`src/sv/ssff_pkg.sv`:
```
`default_nettype none

package ssff_pkg;

  // Fixed-point layout of the smoothing accumulators.
  localparam int FRAC_BITS     = 16;
  localparam int ACC_W         = 18 + FRAC_BITS;
  localparam int INT_W         = ACC_W - FRAC_BITS;
  localparam int PRIME_SAMPLES = 2;
  localparam int PRIME_W       = 2;

  // Field widths.
  localparam int RAW_W      = 16;
  localparam int ALPHA_W    = 16;
  localparam int OFF_W      = 16;
  localparam int TEMP_OUT_W = 8;
  localparam int PRES_OUT_W = 16;

  // Configuration port.
  localparam int ADDR_W = 5;
  localparam int DATA_W = 32;

  // Shifts that move a Q0.16 offset onto the accumulator's fraction bits.
  localparam int OFF_LSH = (FRAC_BITS >= OFF_W) ? (FRAC_BITS - OFF_W) : 0;
  localparam int OFF_RSH = (FRAC_BITS >= OFF_W) ? 0 : (OFF_W - FRAC_BITS);

  typedef enum logic [2:0] {
    REG_INV_LEVEL   = 3'd0,
    REG_IMB_LEVEL   = 3'd1,
    REG_DOOR_LEVEL  = 3'd2,
    REG_TEMP_ALPHA  = 3'd3,
    REG_PRES_ALPHA  = 3'd4,
    REG_TEMP_OFFSET = 3'd5,
    REG_PRES_OFFSET = 3'd6
  } reg_idx_t;

  typedef struct packed {
    logic               inverter_bit;
    logic               imbalance_bit;
    logic               door_bit;
    logic [RAW_W-1:0]   raw_temperature;
    logic [RAW_W-1:0]   raw_pressure;
  } in_t;

  typedef struct packed {
    logic                  inverter_fault;
    logic                  imbalance_fault;
    logic                  door_fault;
    logic                  any_fault;
    logic [TEMP_OUT_W-1:0] smoothed_temperature;
    logic [PRES_OUT_W-1:0] smoothed_pressure;
  } out_t;

  typedef struct packed {
    logic                inverter_fault_level;
    logic                imbalance_fault_level;
    logic                door_closed_level;
    logic [ALPHA_W-1:0]  temp_alpha;
    logic [ALPHA_W-1:0]  pres_alpha;
    logic [OFF_W-1:0]    temp_offset;
    logic [OFF_W-1:0]    pres_offset;
  } cfg_t;

  typedef struct packed {
    logic inverter_fault;
    logic imbalance_fault;
    logic door_fault;
    logic any_fault;
  } flags_t;

  // Offset aligned to the accumulator's fraction bits.
  function automatic logic [ACC_W-1:0] off_to_fixed(input logic [OFF_W-1:0] off);
    logic [ACC_W-1:0] wide;
    wide = ACC_W'(off);
    return (wide >> OFF_RSH) << OFF_LSH;
  endfunction

endpackage

`default_nettype wire

```
`src/sv/ssff_cfg_regs.sv`:
```
`default_nettype none

module ssff_cfg_regs (
  input  wire logic                        clk,
  input  wire logic                        rst_n,
  input  wire logic                        psel,
  input  wire logic                        penable,
  input  wire logic                        pwrite,
  input  wire logic [ssff_pkg::ADDR_W-1:0] paddr,
  input  wire logic [ssff_pkg::DATA_W-1:0] pwdata,
  output logic      [ssff_pkg::DATA_W-1:0] prdata,
  output logic                             pready,
  output ssff_pkg::cfg_t                   cfg
);

  ssff_pkg::cfg_t     cfg_r;
  ssff_pkg::cfg_t     cfg_nxt;
  ssff_pkg::reg_idx_t idx;
  logic               wr_en;

  assign idx    = ssff_pkg::reg_idx_t'(paddr[ssff_pkg::ADDR_W-1:2]);
  assign wr_en  = psel && penable && pwrite;
  assign pready = 1'b1;
  assign cfg    = cfg_r;

  // Register write decode; indexes past the last register are ignored.
  always_comb begin
    cfg_nxt = cfg_r;
    if (wr_en) begin
      unique case (idx)
        ssff_pkg::REG_INV_LEVEL:   cfg_nxt.inverter_fault_level  = pwdata[0];
        ssff_pkg::REG_IMB_LEVEL:   cfg_nxt.imbalance_fault_level = pwdata[0];
        ssff_pkg::REG_DOOR_LEVEL:  cfg_nxt.door_closed_level     = pwdata[0];
        ssff_pkg::REG_TEMP_ALPHA:  cfg_nxt.temp_alpha  = pwdata[ssff_pkg::ALPHA_W-1:0];
        ssff_pkg::REG_PRES_ALPHA:  cfg_nxt.pres_alpha  = pwdata[ssff_pkg::ALPHA_W-1:0];
        ssff_pkg::REG_TEMP_OFFSET: cfg_nxt.temp_offset = pwdata[ssff_pkg::OFF_W-1:0];
        ssff_pkg::REG_PRES_OFFSET: cfg_nxt.pres_offset = pwdata[ssff_pkg::OFF_W-1:0];
        default: ;
      endcase
    end
  end

  always_ff @(posedge clk) begin
    if (!rst_n) begin
      cfg_r.inverter_fault_level  <= 1'b1;
      cfg_r.imbalance_fault_level <= 1'b1;
      cfg_r.door_closed_level     <= 1'b1;
      cfg_r.temp_alpha            <= ssff_pkg::ALPHA_W'(5898);
      cfg_r.pres_alpha            <= ssff_pkg::ALPHA_W'(5243);
      cfg_r.temp_offset           <= ssff_pkg::OFF_W'(19661);
      cfg_r.pres_offset           <= ssff_pkg::OFF_W'(19661);
    end else begin
      cfg_r <= cfg_nxt;
    end
  end

  // Read-back of the addressed register.
  always_comb begin
    unique case (idx)
      ssff_pkg::REG_INV_LEVEL:   prdata = ssff_pkg::DATA_W'(cfg_r.inverter_fault_level);
      ssff_pkg::REG_IMB_LEVEL:   prdata = ssff_pkg::DATA_W'(cfg_r.imbalance_fault_level);
      ssff_pkg::REG_DOOR_LEVEL:  prdata = ssff_pkg::DATA_W'(cfg_r.door_closed_level);
      ssff_pkg::REG_TEMP_ALPHA:  prdata = ssff_pkg::DATA_W'(cfg_r.temp_alpha);
      ssff_pkg::REG_PRES_ALPHA:  prdata = ssff_pkg::DATA_W'(cfg_r.pres_alpha);
      ssff_pkg::REG_TEMP_OFFSET: prdata = ssff_pkg::DATA_W'(cfg_r.temp_offset);
      ssff_pkg::REG_PRES_OFFSET: prdata = ssff_pkg::DATA_W'(cfg_r.pres_offset);
      default:                   prdata = '0;
    endcase
  end

endmodule

`default_nettype wire

```
`config.mk`:
```
export PLATFORM = sky130hd
export DESIGN_NAME = ssff_cfg_regs
export DESIGN_NICKNAME = d
export VERILOG_FILES = /design/src/sv/ssff_pkg.sv /design/src/sv/ssff_cfg_regs.sv
export SDC_FILE = /design/constraint.sdc
export NUM_CORES = 1
export LEC_CHECK = 0
export ABC_AREA = 1
export BUFFER_PORTS_ARGS = -buffer_cell sky130_fd_sc_hd__buf_2
export CAP_MARGIN = 30
export CORE_MARGIN = 5
export CORE_UTILIZATION = 35
export CTS_CLUSTER_DIAMETER = 80
export DETAILED_ROUTE_END_ITERATION = 10
export SKIP_LAST_GASP = 1
export SLEW_MARGIN = 20
export SYNTH_ARGS = -nofsm -noshare
export SYNTH_HDL_FRONTEND = slang
export SYNTH_SLANG_ARGS = --single-unit
export TNS_END_PERCENT = 100
```
`constraint.sdc`:
```
create_clock -name clk -period 1.4 [get_ports clk]
set_input_delay 0.21 -clock clk [delete_from_list [all_inputs] [get_ports clk]]
set_output_delay 0.21 -clock clk [all_outputs]
set_load 0.01 [all_outputs]
```
# Word level (Yosys, flattened, before mapping)
# Cells that the tools add are included.
word_totals:
  regBits: 67
  out_inout_bits: 100
  wordCells: 24
classes:
  eq_ne: 6
  mux: 1
  reduce_logical: 10
ops:
  columns: ["cell", "n"]
  rows:
  - ["$pmux 16 s7", 1]
  - ["$reduce_and 2->1", 7]
  - ["$eq 3x3->1 const B", 3]
  - ["$eq 3x2->1 const B", 2]
  - ["$eq 3x1->1 const B", 1]
  - ["$logic_not 3->1", 1]
  - ["$logic_and 1x1->1", 2]

# Longest topological paths before layout
depth:
  depth_word: 3
  depth_mapped: 8
  depth_no_buf: 6

# Worst setup path after synthesis
# OpenSTA, ideal clock, no wires.
synth_path:
  path_type: "input to output"
  from: "in paddr[3] (netlist name)"
  to: "out prdata[11] (netlist name)"
  arrival_ns: 1.012
  path_slack_ns: 0.178
  stages: 7
  path_cell_list: "inv_2 buf_2 nand2_1 nor2_4 buf_2 nand2_1 nand4_1"
synth_between:
  elab_chain_cells: 2
synth_lines:
  columns: ["element", "line_no", "text"]
  rows:
  - ["start, declared", "ssff_cfg_regs.sv:9", "input wire logic [ssff_pkg::ADDR_W-1:0] paddr,"]
  - ["$eq 3x3->1, or another cell as far along", "ssff_cfg_regs.sv:59", "unique case (idx)"]
  - ["$pmux 16 s7 *", "ssff_cfg_regs.sv:59", null]
  - ["end, declared", "ssff_cfg_regs.sv:11", "output logic [ssff_pkg::DATA_W-1:0] prdata,"]
# Every way passes the cells marked *; elsewhere a longest branch is shown, timed or not.

# Final worst setup path
layout_path:
  from: "reg cfg_r (netlist bit cfg[0])"
  to: "out prdata[0] (netlist name)"
layout_between:
  elab_chain_cells: 1
layout_lines:
  columns: ["element", "line_no", "text"]
  rows:
  - ["start, declared", "ssff_cfg_regs.sv:16", "ssff_pkg::cfg_t cfg_r;"]
  - ["start signal, assigned", "ssff_cfg_regs.sv:53", "cfg_r <= cfg_nxt;"]
  - ["$pmux 16 s7", "ssff_cfg_regs.sv:59", null]
# Every way passes these cells.

==> metrics.cfg <==
[critical_path]
worstPathMaxFanout = 3
critPathRequiredTime_ps = 1190
cp_data_arrival_time_ps = 1120
start_kind = flop
path_class = reg -> out
crit_path_end_kind = output port

[pwr]
pwr_density_cell_nw_per_um2 = 903.6
power_leakage_nw = 2.049
cell_internal_pwr_mw = 2.867
p_sw_frac = 0.2803
ir_worst_vdd_uv = 453.4
comb_power_share = 0.137
power.clock.fraction = 0.373
switching_power_mw = 1.117
pwr-share-seq = 0.489

[synth]
synth_warnings = 0
netlist_instances = 482
synth_top_area_frac = 0.4039
seq_area_frac_synth = 0.4039
synth-seq-cells = 67
syn_area_sq_um = 3321
synth_area_leaders = dfxtp_1, nand2_1, nand4_1
syn_avg_cell_area_sq_um = 6.889
yosysTopAreaCell = dfxtp_1
ys_types = 21

[placement]
place_area_sq_um = 4146
gp_congestion = 0.7888
portBuffers = 106
dp_hpwl_um = 7758

[global_route]
grt_util_all_layers = 0.1938
grt_pass1_vias = 3517
antenna_found_initial = 0
grt_max_degree = 68
grt_pass1_wl_um = 17720
grt_overflow = 0

[layout]
largest_reg_flops = 67
final_area_sq_um = 4409
area_growth_pct = 32.78
final_net_count = 646
antennaDiodeCount = 0
final_core_util = 0.4772
drive_above_1_share = 0.2923

[sta]
period_share = 0.9466
fin_setup_tns_ps = 0
fin_crit_ps = 1325
slew_viol_final = 0
holdWs_ps = 77.71
rsz0062_at_grt = true
final_hold_viol_count = 0
finClkSkew_ps = 0
fmax_ghz = 0.7546
setup_viol = 0

[drt]
first_pass_iters = 5
drt-initial-drc-count = 237
vias = 3649
antenna_left = 0
drt-vias-per-instance = 4.944
routed_wl_um = 11040
wl_per_cell_um = 14.96
drc = 0

[die]
coreArea_sq_um = 9240
ios = 142
initial_core_util = 0.3594
fp.dieH_um = 107.4
die_w_um = 107.4
die_area_sq_um = 11540
rows = 35

[outcome]
status = complete, no violations

[job]
maxCapViolCount = 0

[cts]
cts_hold_buf = 0
clk_pin_slew_ps = 80
cts_buffers = 9
cts.sinks = 67
cts_tree = done
h-tree-depth = 3
cts_root_buffer = clkbuf_8
cts_buffer_depth = 2
clkLatencyLatePin_ps = 340

[min_path]
hold_class = in -> reg

==> power by group through the flow <==
| stage | Sequential, mW | Clock (mW) | Combinational (mW) |
|---|---|---|---|
| CTS | 1.95 | 1.52 | 0.525 |
| global route | 1.95 | 1.61 | 0.601 |
| global placement | 1.99 | 0 | 0.519 |
| detailed placement | 1.99 | 0 | 0.523 |
| finish | 1.95 | 1.49 | 0.546 |
| floorplan | 2.00 | 0 | 0.313 |
==> routing by layer <==
layer | track usage | wire [um] | part of all wire | vias up
li1 | - | - | - | 1793
met3 | 0.05039 | 971 | 0.088 | 15
met4 | 0.04959 | 119 | 0.011 | 0
met1 | 0.2552 | 4828 | 0.44 | 1688
met5 | 0 | 0 | 0 | -
met2 | 0.3159 | 5119 | 0.46 | 153
==> cells in the mapped netlist, drive strengths merged <==
cell type	count
o21ai	18
nand2	149
buf	37
clkbuf	11
nand3	49
nor3	1
conb	2
nand4	49
dfxtp	67
inv	19
nor2	80
==> critical path, cell delays in order (launching register included) <==
cell	delay (ps)
dfxtp_1	340
nand4_1	90
nand2_1	50
nor2_1	100
nand2_1	60
buf_2	140
==> worst paths after layout <==
check / startpoint / end / slack, ps / cells past startpoint
setup / recovery: cfg[0] / prdata[0] / 70 / 5
hold / removal: pwdata[9] / cfg[57] / 80 / 3
setup reg to reg: cfg[14] / cfg[14] / 780 / 2
hold reg to reg: cfg[64] / cfg[64] / 470 / 2
==> cell usage in the layout, fill, tap and decap left out, drive strengths merged <==
cell,Yosys,routed
nand3,49,49
clkinvlp,0,2
inv,19,19
clkbuf,11,13
conb,2,17
nor3,1,1
buf,37,143
nor2,80,80
clkinv,0,2
nand4,49,49
o21ai,18,18
nand2,149,149
dfxtp,67,67
==> per-stage QoR <==
| stage | instances | power (mW) | setup slack [ps] |
|---|---|---|---|
| after global routing | 738 | 4.160 | -11.07 |
| after detailed placement | 717 | 2.517 | 9.368 |
| after floorplan | 497 | 2.315 | 177.6 |
| final | 738 | 3.984 | 74.82 |
| after global placement | 717 | 2.512 | 18.79 |
| after CTS | 733 | 3.990 | 9.283 |
==> cell type report <==
| cell class | count | area (sq um) |
|---|---|---|
| Fill cell | 945 | 4831 |
| Multi-Input combinational cell | 363 | 1672 |
| Sequential cell | 67 | 1343 |
| Timing Repair Buffer | 144 | 977.2 |
| Tap cell | 129 | 161.4 |
| Clock buffer | 12 | 155.1 |
| Inverter | 19 | 76.32 |
| Clock inverter | 4 | 25.02 |
==> cells by family after synthesis <==
family / count (synthesis) / share of synthesized area
simple gates: 328 / 0.4563
compound gates: 18 / 0.02713
other cells: 2 / 0.002262
flops: 67 / 0.4039
buf+inv: 67 / 0.1104
==> timing repair <==
item | in CTS | in global routing
cloned | 0 | 1
pin swaps | 0 | 3
resized for setup | 1 | 11
endpoints found under the setup margin | 1 | 16
buffers inserted | 0 | 4
(Power assumes the default switching activity.)
